==> src/design/lpce_pkg.sv <==
// ----------------------------------------------------------------------------
// lpce_pkg
// Shared types, codes and helpers for the pixel chain nibble encoder.
// ----------------------------------------------------------------------------
package lpce_pkg;

   localparam int PIN_COUNT_DEF = 8;

   // Nibble patterns for one data bit
   localparam logic [3:0] NIBBLE_ZERO = 4'b1000;
   localparam logic [3:0] NIBBLE_ONE  = 4'b1110;

   localparam logic [1:0] OP_WRITE   = 2'd0;
   localparam logic [1:0] OP_REFRESH = 2'd1;
   localparam logic [1:0] OP_TICK    = 2'd2;

   localparam logic [1:0] CSR_ENABLED  = 2'd0;
   localparam logic [1:0] CSR_EXTENDED = 2'd1;
   localparam logic [1:0] CSR_GRB      = 2'd2;
   localparam logic [1:0] CSR_FILL8    = 2'd3;

   typedef struct packed {
      logic [1:0]  op;
      logic [2:0]  pin_index;
      logic [31:0] pixel_value;
   } req_type;

   typedef struct packed {
      logic [31:0] encoded_word;
      logic        gap_word;
      logic        last_of_frame;
   } rsp_type;

   typedef struct packed {
      logic [7:0] enabled_mask;
      logic [7:0] extended_mask;
      logic [7:0] grb_mask;
      logic [7:0] fill8_mask;
   } cfg_type;

   // Sequencer to output stage
   typedef struct packed {
      logic       valid;
      logic       gap;
      logic       last;
      logic [7:0] data;
   } seq_res_type;

   // Pins 8 and up have no mask bit
   function automatic logic mask_bit(input logic [7:0] mask, input logic [5:0] pin);
      return (pin < 6'd8) ? mask[pin[2:0]] : 1'b0;
   endfunction

   function automatic logic [31:0] encode_byte(input logic [7:0] b);
      logic [31:0] w;
      w = '0;
      for (int i = 0; i < 8; i++) begin
         w[4*i +: 4] = b[i] ? NIBBLE_ONE : NIBBLE_ZERO;
      end
      return w;
   endfunction

endpackage

==> src/design/lpce_seq.sv <==
// ----------------------------------------------------------------------------
// lpce_seq
// Frame sequencer: pixel store, pin/repeat/byte walk, gap words.
// ----------------------------------------------------------------------------
module lpce_seq #(
   parameter int PIN_COUNT = lpce_pkg::PIN_COUNT_DEF
) (
   input  logic                  clock,
   input  logic                  reset,
   input  logic                  adv,
   input  lpce_pkg::req_type     item,
   input  lpce_pkg::cfg_type     cfg,
   output lpce_pkg::seq_res_type res
);
   import lpce_pkg::*;

   localparam int CP_W   = $clog2(PIN_COUNT + 1);
   localparam int PIDX_W = (PIN_COUNT > 1) ? $clog2(PIN_COUNT) : 1;
   localparam int WIDX_W = (PIDX_W > 3) ? PIDX_W : 3;
   localparam logic [CP_W-1:0] PIN_END = CP_W'(PIN_COUNT);

   logic [31:0]     store_ff [PIN_COUNT];
   logic            running_ff, running_in;
   logic            forced_ff, forced_in;
   logic [CP_W-1:0] cur_pin_ff, cur_pin_in;
   logic [2:0]      repeat_ff, repeat_in;
   logic [1:0]      slot_ff, slot_in;
   logic            gap_sent_ff, gap_sent_in;

   logic [WIDX_W-1:0] wr_idx;
   logic              wr_en;
   logic [31:0]       px;
   logic              grb, ext;
   logic [CP_W-1:0]   ent_pin, ent_cur;
   logic              ent_forced, ent_ok;
   logic [2:0]        ent_rep;

   assign wr_idx = WIDX_W'(item.pin_index);
   assign wr_en  = adv && (item.op == OP_WRITE) && (32'(item.pin_index) < PIN_COUNT);
   assign px     = store_ff[cur_pin_ff[PIDX_W-1:0]];
   assign grb    = mask_bit(cfg.grb_mask, 6'(cur_pin_ff));
   assign ext    = mask_bit(cfg.extended_mask, 6'(cur_pin_ff));

   // Pin entry: pin 0 on a command, next pin after the last repeat on a tick
   always_comb begin
      ent_pin    = (item.op == OP_TICK) ? cur_pin_ff + CP_W'(1) : '0;
      ent_forced = (item.op == OP_REFRESH) ? 1'b1 :
                   (item.op == OP_WRITE) ? 1'b0 : forced_ff;
      ent_ok     = (ent_pin < PIN_END) &&
                   (ent_forced || mask_bit(cfg.enabled_mask, 6'(ent_pin)));
      ent_cur    = ent_ok ? ent_pin : PIN_END;
      ent_rep    = (ent_ok && mask_bit(cfg.fill8_mask, 6'(ent_pin))) ? 3'd7 : 3'd0;
   end

   always_comb begin
      running_in  = running_ff;
      forced_in   = forced_ff;
      cur_pin_in  = cur_pin_ff;
      repeat_in   = repeat_ff;
      slot_in     = slot_ff;
      gap_sent_in = gap_sent_ff;
      res         = '0;
      if (adv) begin
         unique case (item.op)
            OP_WRITE, OP_REFRESH: begin
               running_in  = 1'b1;
               forced_in   = ent_forced;
               gap_sent_in = 1'b0;
               cur_pin_in  = ent_cur;
               repeat_in   = ent_rep;
               slot_in     = '0;
            end
            OP_TICK: begin
               if (running_ff) begin
                  res.valid = 1'b1;
                  if (cur_pin_ff >= PIN_END) begin
                     res.gap = 1'b1;
                     if (!gap_sent_ff) begin
                        gap_sent_in = 1'b1;
                     end else begin
                        res.last   = 1'b1;
                        running_in = 1'b0;
                     end
                  end else begin
                     logic end_px;
                     end_px = 1'b0;
                     unique case (slot_ff)
                        2'd0: begin
                           res.data = grb ? px[15:8] : px[23:16];
                           slot_in  = 2'd1;
                        end
                        2'd1: begin
                           res.data = grb ? px[23:16] : px[15:8];
                           slot_in  = 2'd2;
                        end
                        2'd2: begin
                           res.data = px[7:0];
                           if (ext) slot_in = 2'd3;
                           else end_px = 1'b1;
                        end
                        default: begin
                           res.data = px[31:24];
                           end_px   = 1'b1;
                        end
                     endcase
                     if (end_px) begin
                        slot_in = '0;
                        if (repeat_ff != 3'd0) begin
                           repeat_in = repeat_ff - 3'd1;
                        end else begin
                           cur_pin_in = ent_cur;
                           repeat_in  = ent_rep;
                        end
                     end
                  end
               end
            end
            default: ;
         endcase
      end
   end

   always_ff @(posedge clock) begin
      if (reset) begin
         running_ff  <= 1'b0;
         forced_ff   <= 1'b0;
         cur_pin_ff  <= '0;
         repeat_ff   <= '0;
         slot_ff     <= '0;
         gap_sent_ff <= 1'b0;
         for (int i = 0; i < PIN_COUNT; i++) begin
            store_ff[i] <= '0;
         end
      end else begin
         running_ff  <= running_in;
         forced_ff   <= forced_in;
         cur_pin_ff  <= cur_pin_in;
         repeat_ff   <= repeat_in;
         slot_ff     <= slot_in;
         gap_sent_ff <= gap_sent_in;
         if (wr_en) begin
            store_ff[wr_idx[PIDX_W-1:0]] <= item.pixel_value;
         end
      end
   end

endmodule

==> src/design/lpce_out.sv <==
// ----------------------------------------------------------------------------
// lpce_out
// Nibble encoding and result register.
// ----------------------------------------------------------------------------
module lpce_out (
   input  logic                  clock,
   input  logic                  reset,
   input  logic                  adv,
   input  lpce_pkg::seq_res_type res,
   input  logic                  rsp_ready,
   output logic                  rsp_valid,
   output lpce_pkg::rsp_type     rsp_data
);
   import lpce_pkg::*;

   logic    valid_ff, valid_in;
   rsp_type data_ff, data_in;
   logic    load;

   assign load = adv && res.valid;

   always_comb begin
      valid_in = valid_ff;
      if (load) valid_in = 1'b1;
      else if (rsp_ready) valid_in = 1'b0;
      data_in.encoded_word  = res.gap ? '0 : encode_byte(res.data);
      data_in.gap_word      = res.gap;
      data_in.last_of_frame = res.last;
   end

   always_ff @(posedge clock) begin
      if (reset) begin
         valid_ff <= 1'b0;
      end else begin
         valid_ff <= valid_in;
      end
   end

   always_ff @(posedge clock) begin
      if (load) begin
         data_ff <= data_in;
      end
   end

   assign rsp_valid = valid_ff;
   assign rsp_data  = data_ff;

endmodule

==> src/design/led_pixel_chain_nibble_encoder_top.sv <==
// ----------------------------------------------------------------------------
// led_pixel_chain_nibble_encoder_top
// Pixel chain nibble encoder: a colour byte or gap word per frame tick.
// ----------------------------------------------------------------------------
// Path: a tick's item is held in the input register, then its word goes
// into the result register, which drives rsp; a busy rsp stalls both.
// Throughput: one item per cycle unless rsp stalls; single-pass sequencer.
// Reset clears the masks, the pixel store and the sequencer; no frame runs.
module led_pixel_chain_nibble_encoder_top #(
   parameter int PIN_COUNT = lpce_pkg::PIN_COUNT_DEF
) (
   input  logic              clock,
   input  logic              reset,
   input  logic              req_valid,
   output logic              req_ready,
   input  lpce_pkg::req_type req_data,
   output logic              rsp_valid,
   input  logic              rsp_ready,
   output lpce_pkg::rsp_type rsp_data,
   input  logic              csr_we,
   input  logic [1:0]        csr_index,
   input  logic [7:0]        csr_wdata
);
   import lpce_pkg::*;

   cfg_type     cfg_ff;
   req_type     item_ff;
   logic        s1_valid_ff, s1_valid_in;
   logic        s1_adv;
   seq_res_type res;

   assign s1_adv    = s1_valid_ff && (!rsp_valid || rsp_ready);
   assign req_ready = !s1_valid_ff || s1_adv;

   always_comb begin
      s1_valid_in = s1_valid_ff;
      if (req_valid && req_ready) s1_valid_in = 1'b1;
      else if (s1_adv) s1_valid_in = 1'b0;
   end

   always_ff @(posedge clock) begin
      if (reset) begin
         s1_valid_ff <= 1'b0;
         cfg_ff      <= '0;
      end else begin
         s1_valid_ff <= s1_valid_in;
         if (csr_we) begin
            unique case (csr_index)
               CSR_ENABLED:  cfg_ff.enabled_mask  <= csr_wdata;
               CSR_EXTENDED: cfg_ff.extended_mask <= csr_wdata;
               CSR_GRB:      cfg_ff.grb_mask      <= csr_wdata;
               CSR_FILL8:    cfg_ff.fill8_mask    <= csr_wdata;
               default: ;
            endcase
         end
      end
   end

   always_ff @(posedge clock) begin
      if (req_valid && req_ready) begin
         item_ff <= req_data;
      end
   end

   lpce_seq #(
      .PIN_COUNT(PIN_COUNT)
   ) u_seq (
      .clock(clock),
      .reset(reset),
      .adv  (s1_adv),
      .item (item_ff),
      .cfg  (cfg_ff),
      .res  (res)
   );

   lpce_out u_out (
      .clock    (clock),
      .reset    (reset),
      .adv      (s1_adv),
      .res      (res),
      .rsp_ready(rsp_ready),
      .rsp_valid(rsp_valid),
      .rsp_data (rsp_data)
   );

`ifndef SYNTHESIS
   // A held item must not be overwritten by a new one
   a_no_overrun: assert property (@(posedge clock) disable iff (reset)
      (s1_valid_ff && !s1_adv) |-> !req_ready)
      else $error("input register overrun");

   a_hold_item: assert property (@(posedge clock) disable iff (reset)
      (s1_valid_ff && !s1_adv) |=> (s1_valid_ff && $stable(item_ff)))
      else $error("held item lost or changed");

   a_last_is_gap: assert property (@(posedge clock) disable iff (reset)
      (rsp_valid && rsp_data.last_of_frame) |-> rsp_data.gap_word)
      else $error("last word is not a gap word");

   a_gap_zero: assert property (@(posedge clock) disable iff (reset)
      (rsp_valid && rsp_data.gap_word) |-> (rsp_data.encoded_word == '0))
      else $error("gap word not zero");

   a_result_from_tick: assert property (@(posedge clock) disable iff (reset)
      res.valid |-> (s1_adv && item_ff.op == OP_TICK))
      else $error("result from a non-tick item");
`endif

endmodule

==> config.mk <==
export PLATFORM = sky130hd
export DESIGN_NAME = led_pixel_chain_nibble_encoder_top
export DESIGN_NICKNAME = d
export VERILOG_FILES = /design/src/design/lpce_pkg.sv /design/src/design/lpce_seq.sv /design/src/design/lpce_out.sv /design/src/design/led_pixel_chain_nibble_encoder_top.sv
export SDC_FILE = /design/constraint.sdc
export NUM_CORES = 1
export LEC_CHECK = 0
export ABC_AREA = 1
export BUFFER_PORTS_ARGS = -buffer_cell sky130_fd_sc_hd__buf_2
export CAP_MARGIN = 30
export CORE_AREA = 5 5 175 177
export CTS_CLUSTER_SIZE = 16
export DETAILED_ROUTE_END_ITERATION = 12
export DIE_AREA = 0 0 180 182
export GPL_ROUTABILITY_DRIVEN = 0
export PLACE_DENSITY_LB_ADDON = 0.2
export SKIP_CTS_REPAIR_TIMING = 1
export SLEW_MARGIN = 10
export SYNTH_ARGS = -nofsm -noshare
export SYNTH_HDL_FRONTEND = slang
export SYNTH_SLANG_ARGS = --single-unit
==> constraint.sdc <==
create_clock -name clock -period 4.95 [get_ports clock]
set_input_delay 0.495 -clock clock [delete_from_list [all_inputs] [get_ports clock]]
set_output_delay 0.495 -clock clock [all_outputs]
set_load 0.005 [all_outputs]
# Word level (Yosys, flattened, before mapping)
# Memories as Yosys holds them, arrays and structs flattened. A register that Yosys moved wholly into a read port is not among the register bits.
# Cells that the tools add are included.
[word_totals]
out_inout_bits = 36
memories = 1
latch_bits = 0
ram_bits = 256
ff_bits = 117
romBits = 0
elab_cells = 150
[op_classes]
shifts = 0
eq_ne = 14
mul = 0
n_div = 0
n_reduce_logical = 32
add_sub_neg = 2
bitwise = 0
magnitude_cmp = 6
muxes = 77
[memory_table]
columns = ["name", "words", "word_bits", "read_ports", "rd_clocked_by_memory_dff", "wr", "line_no", "source"]
rows = [
  ["u_seq.store_ff", 8, 32, 1, 1, 8, "lpce_seq.sv:22", "logic [31:0] store_ff [PIN_COUNT];"],
]
[op_table]
columns = ["operator", "n"]
rows = [
  ["3-bit two-way mux", 16],
  ["11-bit two-way mux", 3],
  ["32-bit two-way mux", 1],
  ["32-bit OR reduction", 1],
  ["1-bit two-way mux", 31],
  ["4-bit two-way mux", 6],
  ["8-bit two-way mux", 3],
  ["8-bit case mux with 3 select lines", 1],
  ["1-bit binary-select mux with 3-bit select", 4],
  ["4-bit < comparator, second input constant", 3],
  ["2-bit AND reduction", 6],
  ["6-bit AND reduction", 2],
  ["2-bit two-way mux", 5],
  ["2-bit == test, second input constant", 4],
  ["3-bit by 4-bit < comparator with 1-bit output, second input constant", 2],
  ["2-bit inequality test, second input constant", 4],
  ["4-bit case mux with 2 select lines", 1],
  ["4-bit AND reduction", 2],
  ["2-bit by 1-bit == test with 1-bit output, second input constant", 3],
  ["1-bit logical AND", 6],
  ["2-bit logical NOT", 3],
  ["1-bit case mux with 2 select lines", 3],
  ["2-bit case mux with 3 select lines", 1],
  ["3-bit case mux with 2 select lines", 1],
  ["other kinds (13)", 19],
]

# Logic depth before layout (Yosys ltp)
# Gate-level depths: netlist of the first run.
[logic_depth]
word_depth = 15
mapped_depth = 13

# Modules after synthesis
# From an unflattened synthesis of the first run, not the netlist that was laid out.
[unflattened]
hier_cells = 1737
area_unflattened_um2 = 16224.3
[modules_own_cells]
columns = ["module", "seq_area_each_um2", "cells_per_inst", "instances", "area_each_um2"]
rows = [
  ["lpce_seq", 7987.7, 1425, 1, 13011.2],
  ["led_pixel_chain_nibble_encoder_top", 1771.7, 253, 1, 2591.2],
  ["lpce_out", 350.3, 59, 1, 621.8],
]

# Worst setup path after synthesis of the first run
# No wires, ideal clock.
[synth_timing]
path_kind = "reg2reg"
startpoint = "register item_ff[35] (netlist name)"
endpoint = "memory u_seq.store_ff[0][0] (enable)"
slack_ns = 2.498
arrival_ns = 2.063
stages_incl_launch_ff = 8
path_buffers = 1
setup_time_ns = 0.389
period_less_slack_ns = 2.452
cell_sequence = "edfxtp_1 -> or2_1 -> nor2_1 -> nand2_1 -> nor2_4 -> nand2_2 -> buf_2 -> nand2_1"
[synth_rtl]
columns = ["element", "line_no", "source"]
rows = [
  ["start: declaration", "led_pixel_chain_nibble_encoder_top.sv:27", "req_type item_ff;"],
  ["start signal: assignment", "led_pixel_chain_nibble_encoder_top.sv:61", "item_ff <= req_data;"],
  ["end: declaration", "lpce_seq.sv:22", ""],
]

==> flow_summary_export.csv, run 1 <==
group,metric,value,unit
synth,seq_area_frac_synth,64.4,%
synth,yosys.area.top_type_share,58.1,%
critical_path,crit_path_end_kind,"flip-flop",
layout,diodes,0,
grt,grtUsageTotal,23.3,%
synth,ys_ff_latch,353,
floorplan,rows,63,
floorplan,die_area,32800,um^2
worst_hold_path,hold_class,"primary input to flip-flop",
critical_path,worst_path_max_delay_cell,"nand2_1",
clocking,cts-buffers-inserted,37,
sta,fmax,300,MHz
clocking,cts-root-buf,"clkbuf_16",
layout,drive_gt1_share,11.1,%
detailed_routing,wl_per_cell,19.0,um
sta,slew_headroom,36.9,%
power_and_ir_drop,p_leak,7.02,nW
critical_path,worstSetupStartpointType,"flip-flop",
detailed_routing,vias_per_cell,5.55,
worst_hold_path,min_path_cells,1,
job,drv_cap,0,
critical_path,crit_path_frequent_cell,"nand2_1",
detailed_routing,via_count,11350,
sta,finalClockSkew,0.0148,ns
layout,fin_util,59.4,%
synth,synth_commonest_cells,"nor2_1, edfxtp_1, nand2_1",
worst_hold_path,hold_end,"item_ff[27]$_DFFE_PP_",
synth,synth_edf_count,304,
grt,grt.overflow.total,0,
synth,synth_area_leaders,"edfxtp_1, nor2_1, nand2_1, dfxtp_1, nand3_1",
floorplan,top_level_ports,88,
critical_path,required,5.16,ns
place,port_buffers,79,
floorplan,die_height,182,um
synth,async_flop_share,0,%
grt,antenna_found_initial,0,
place,dp_hpwl,23.7,mm
sta,fin_ws,1.62,ns
grt,grt_first_pass_wirelength,60.9,mm
clocking,clock_path_buffers,3,
sta,rsz0062_at_grt,"no",
synth,synthesis.area,15700,um^2
critical_path,timing.reg2reg.setup_slack,1.62,ns
critical_path,r2r-end,"u_seq.store_ff[7][22]$_SDFFCE_PN0P_",
detailed_routing,drtPass1Iterations,5,
detailed_routing,drcViolationCount,0,
critical_path,path_cells,"or2_1, nor2_1, nand2_1, nor2_4, nand2_2, nand2_1, buf_4",
floorplan,start_util,54.0,%
power_and_ir_drop,irDropWorstVdd,286,uV
synth,synth_area_leader_cell,"edfxtp_1",
clocking,cts.sinks,353,
critical_path,cp.arrival,3.54,ns
synth,avgSynthCellArea,9.86,um^2
place,place_ws,1.56,ns
floorplan,coreArea,29100,um^2
sta,finalHoldViolations,0,
detailed_routing,drt_wl_total,38.7,mm
synth,yosysMostFrequentCell,"nor2_1",
detailed_routing,drt-initial-drc-count,1247,
critical_path,crit_buf_inv,1,
critical_path,critical_path_class,"flip-flop to flip-flop",
critical_path,max_stage_delay,0.79,ns
layout,layout.nets,1685,
clocking,clock_latency,0.53,ns
sta,period_share,67.3,%
grt,grt_pass1_vias,11045,
sta,finalSetupViolCount,0,
critical_path,reg2reg_depth,7,
layout,areaGrowthSynthToFinish,10.1,%
grt,grt_max_degree,92,
synth,synth_cell_types,33,
critical_path,rr_startpoint,"item_ff[35]$_DFFE_PP_",
sta,period_needed,3.33,ns
floorplan,chipWidth,180,um
synth,ys.flop_type,"edfxtp_1",
critical_path,crit_path_max_fanout,33,
power_and_ir_drop,power_density,381,nW/um^2
clocking,htree_levels,2,
status,status,"complete, no violations",
clocking,cts_tree,"built",
synth,yosys_warnings,0,
sta,worst_pin_slew,0.944,ns
clocking,cts.clk_slew.worst_paths,0.06,ns
critical_path,cp_top_family,"simple AND/OR/NAND/NOR gates",
synth,synthCells,1592,
sta,tns,0,ns
sta,maxSlewViolCount,0,
detailed_routing,antenna_left,0,
worst_hold_path,min-delay-start,"req_data[27]",
sequential cells by signal, indices dropped and copies added (netlist names), 2 cells and up, named ones only:
signal,count
cfg_ff,32
item_ff,37
u_out.rsp_data,11
u_seq.cur_pin_ff,4
u_seq.repeat_ff,3
u_seq.slot_ff,2
u_seq.store_ff,256
routing by layer:
layer  up-vias  routed length, um  GRT usage [%]
li1       5398                  -              -
met2       453              19000           39.6
met5         -                  0              0
met4         0                947           7.53
met1      5415              15800           30.8
met3        84               2980           4.33
through the flow:
step | instances | hold slack, ns | total power, mW | instance area [um^2]
6_report | 2044 | 0.133 | 6.59 | 17300
5_1_grt | 2044 | 0.119 | 6.83 | 17300
4_1_cts | 2043 | 0.120 | 6.61 | 17300
3_5_place_dp | 1976 | 0.443 | 4.02 | 16100
3_3_place_gp | 1976 | 0.436 | 4.01 | 16100
2_1_floorplan | 1599 | 0.424 | 3.84 | 15700
cell type report:
class                           count  area [um^2]
Multi-Input combinational cell   1046         4640
Clock buffer                       44          973
Fill cell                        2394        11800
Inverter                           89          335
Tap cell                          390          488
Timing Repair Buffer               99          578
Clock inverter                     23          158
Sequential cell                   353        10100
power breakdown:
part / leakage, nW / total, mW / switching [mW] / internal [mW]
clock network: 0.552 / 2.61 / 1.15 / 1.47
registers: 3.48 / 3.40 / 0.0525 / 3.35
logic: 2.99 / 0.572 / 0.414 / 0.157
cells by family after synthesis:
family,Yosys count,synth area share [%]
AO/OA/AOI/OAI,186,6.74
adder cells (fa/ha/maj),7,0.558
buffers and inverters,200,6.22
flip-flops,353,64.4
other,1,0.0239
AND/OR/NAND/NOR,845,22.1
worst max-delay path by stage:
| stage | slack [ns] | endpoint | depth (start not counted) | from |
|---|---|---|---|---|
| after detailed placement | 1.56 | u_seq.store_ff[6][16]$_SDFFCE_PN0P_ | 10 | rsp_ready |
| after global placement | 1.62 | u_seq.store_ff[7][16]$_SDFFCE_PN0P_ | 10 | rsp_ready |
| final | 1.62 | u_seq.store_ff[7][22]$_SDFFCE_PN0P_ | 7 | item_ff[35]$_DFFE_PP_ |
| after floorplan | 2.50 | u_seq.store_ff[0][0]$_SDFFCE_PN0P_ | 7 | item_ff[35]$_DFFE_PP_ |
| after global routing | 1.41 | u_seq.store_ff[7][3]$_SDFFCE_PN0P_ | 7 | item_ff[35]$_DFFE_PP_ |
| after CTS | 1.61 | u_seq.store_ff[6][22]$_SDFFCE_PN0P_ | 7 | item_ff[35]$_DFFE_PP_ |
cells in the final DEF (no fill, tap or decap), drive strengths merged:
cell type and n:
nor3 5, buf 99, o31ai 1, bufinv 1
clkbuf 44, nand3 138, a21oi 35, o22ai 5
dfxtp 49, o211ai 9, o21ai 110, nand2 305
clkinvlp 3, o221ai 25, clkinv 21, nor2 394
nand4 1, or2 2, conb 8, edfxtp 304
inv 87, ha 7, a211oi 1
No activity file was read; power rests on OpenSTA's default activity.
==> inputs of run 2 (changes only) <==
==> constraint.sdc (replaced) <==
create_clock -name clock -period 3 [get_ports clock]
set_input_delay 0.3 -clock clock [delete_from_list [all_inputs] [get_ports clock]]
set_output_delay 0.3 -clock clock [all_outputs]
set_load 0.005 [all_outputs]
==> run 2 against run 1 <==
Effect of this change:
- the flow now finishes with violations (hold timing)
- routed wire length grew 4.7%
- critical path depth is the same
- maximum frequency grew 43%
- non-clock buffer count grew 52
- final cell count grew 2.7%
- die area is the same
- sequential share of layout area shrank 2.0 points
- combinational power grew 80%
- worst setup slack lost 0.94 ns
- clock skew is essentially flat
- critical endpoint is now u_out.rsp_data[4]$_SDFFCE_PP0P_
==> flow_summary_export.csv, run 2 (synthesized netlist as in run 1, its figures left out) <==
group,metric,value,unit
status,status,"complete, but fails checks",
status,violations,"hold timing",
grt,grt_first_pass_wirelength,62.6,mm
detailed_routing,drt-initial-drc-count,1357,
sta,whs,-0.00517,ns
floorplan,chipWidth,180,um
grt,grt.met1_usage,32.4,%
grt,grt_use_met2,41.0,%
layout,final_cell_mix,"nor2_1, edfxtp_1, nand2_1, nand3_1, o21ai_0",
detailed_routing,drtPass1Iterations,5,
layout,layout.nets,1739,
sta,period_share,77.5,%
grt,antenna_found_initial,0,
floorplan,start_util,54.0,%
job,drv_cap,0,
layout,top_register,"u_seq.store_ff",
place,port_buffers,79,
clocking,cts-buffers-inserted,39,
layout,diodes,0,
worst_hold_path,hold_class,"primary input to flip-flop",
critical_path,cp.arrival,2.68,ns
critical_path,worst_path_max_delay_cell,"buf_4",
critical_path,crit_path_max_fanout,67,
sta,finalHoldViolations,1,
clocking,clock_path_buffers,3,
sta,rsz0062_at_grt,"no",
sta,period_needed,2.32,ns
critical_path,crit_path_frequent_cell,"nand3_1",
layout,areaGrowthSynthToFinish,14.0,%
detailed_routing,wl_per_cell,19.3,um
layout,drive_gt1_share,11.6,%
clocking,cts-root-buf,"clkbuf_16",
sta,finalSetupViolCount,0,
layout,fin_util,61.5,%
critical_path,crit_buf_inv,1,
floorplan,top_level_ports,88,
grt,grt_pass1_vias,11210,
layout,largest_reg_flops,256,
sta,worst_pin_slew,0.822,ns
detailed_routing,drt_wl_total,40.6,mm
critical_path,path_cells,"buf_4, o21ai_0, o221ai_1, nand3_1, nand3_1, nand2_1, a21oi_1",
layout,layout_commonest_cell,"nor2_1",
floorplan,die_height,182,um
critical_path,critical_path_class,"flip-flop to flip-flop",
power_and_ir_drop,power_density,624,nW/um^2
grt,busiest_layer,"met2",
layout,largest_registers,"u_seq.store_ff (256), item_ff (37), cfg_ff (32)",
critical_path,crit_path_end_kind,"flip-flop",
sta,maxSlewViolCount,0,
grt,grt.overflow.total,0,
critical_path,worstSetupStartpointType,"flip-flop",
worst_hold_path,min-delay-start,"reset",
clocking,cts_tree,"built",
sta,finalClockSkew,0.0148,ns
place,dp_hpwl,25.2,mm
clocking,htree_levels,2,
floorplan,rows,63,
sta,slew_headroom,45.2,%
place,dpl-instance-area,16300,um^2
clocking,cts.clk_slew.worst_paths,0.06,ns
floorplan,die_area,32800,um^2
critical_path,cp_top_family,"compound AO/OA/AOI/OAI gates",
sta,tns,0,ns
layout,design_area,17900,um^2
clocking,clock_latency,0.53,ns
critical_path,required,3.36,ns
detailed_routing,vias_per_cell,5.57,
clocking,cts.sinks,353,
critical_path,max_stage_delay,0.59,ns
detailed_routing,antenna_left,0,
floorplan,coreArea,29100,um^2
detailed_routing,via_count,11698,
grt,met3_usage,3.21,%
detailed_routing,drcViolationCount,0,
power_and_ir_drop,irDropWorstVdd,540,uV
sta,fmax,430,MHz
grt,grtUsageTotal,24.2,%
power_and_ir_drop,p_leak,7.30,nW
grt,grt_max_degree,129,
run 2: final timing paths:
kind / to / slack, ns / cells past startpoint
max: u_out.rsp_data[4]$_SDFFCE_PP0P_ / 0.68 / 7
min: s1_valid_ff$_SDFFE_PP0P_ / -0.005 / 2
max reg2reg: u_out.rsp_data[4]$_SDFFCE_PP0P_ / 0.68 / 7
min reg2reg: cfg_ff[1]$_SDFFE_PP0P_ / 0.45 / 2
run 2: layout make-up:
cell class	count	area [um^2]
clock buffers	49	1040
inverters	89	335
flip-flops and latches	353	10100
repair buffers	151	1100
fillers	2382	11200
well taps	390	488
multi-input cells	1046	4640
clock inverters	22	168
run 2: power by group:
part	leakage, nW	internal (mW)	switching (mW)
Sequential	3.48	5.52	0.0753
Combinational	3.23	0.305	0.725
Clock	0.596	2.65	1.90
Total	7.30	8.48	2.70
run 2: through the flow:
| step | std cells | power, mW | setup WS (ns) |
|---|---|---|---|
| detailed placement | 1992 | 6.69 | 0.680 |
| finish | 2100 | 11.2 | 0.675 |
| floorplan | 1599 | 6.34 | 0.548 |
| global route | 2100 | 11.6 | 0.543 |
| global placement | 1992 | 6.67 | 0.719 |
| CTS | 2063 | 11.2 | 0.675 |
run 2: metal layers:
layer	part of all wire [%]	vias to the layer above	routed length [um]
li1	-	5505	-
met3	8.0	89	3240
met4	3.2	0	1300
met5	0	-	0
met2	49	582	20000
met1	39	5522	16000
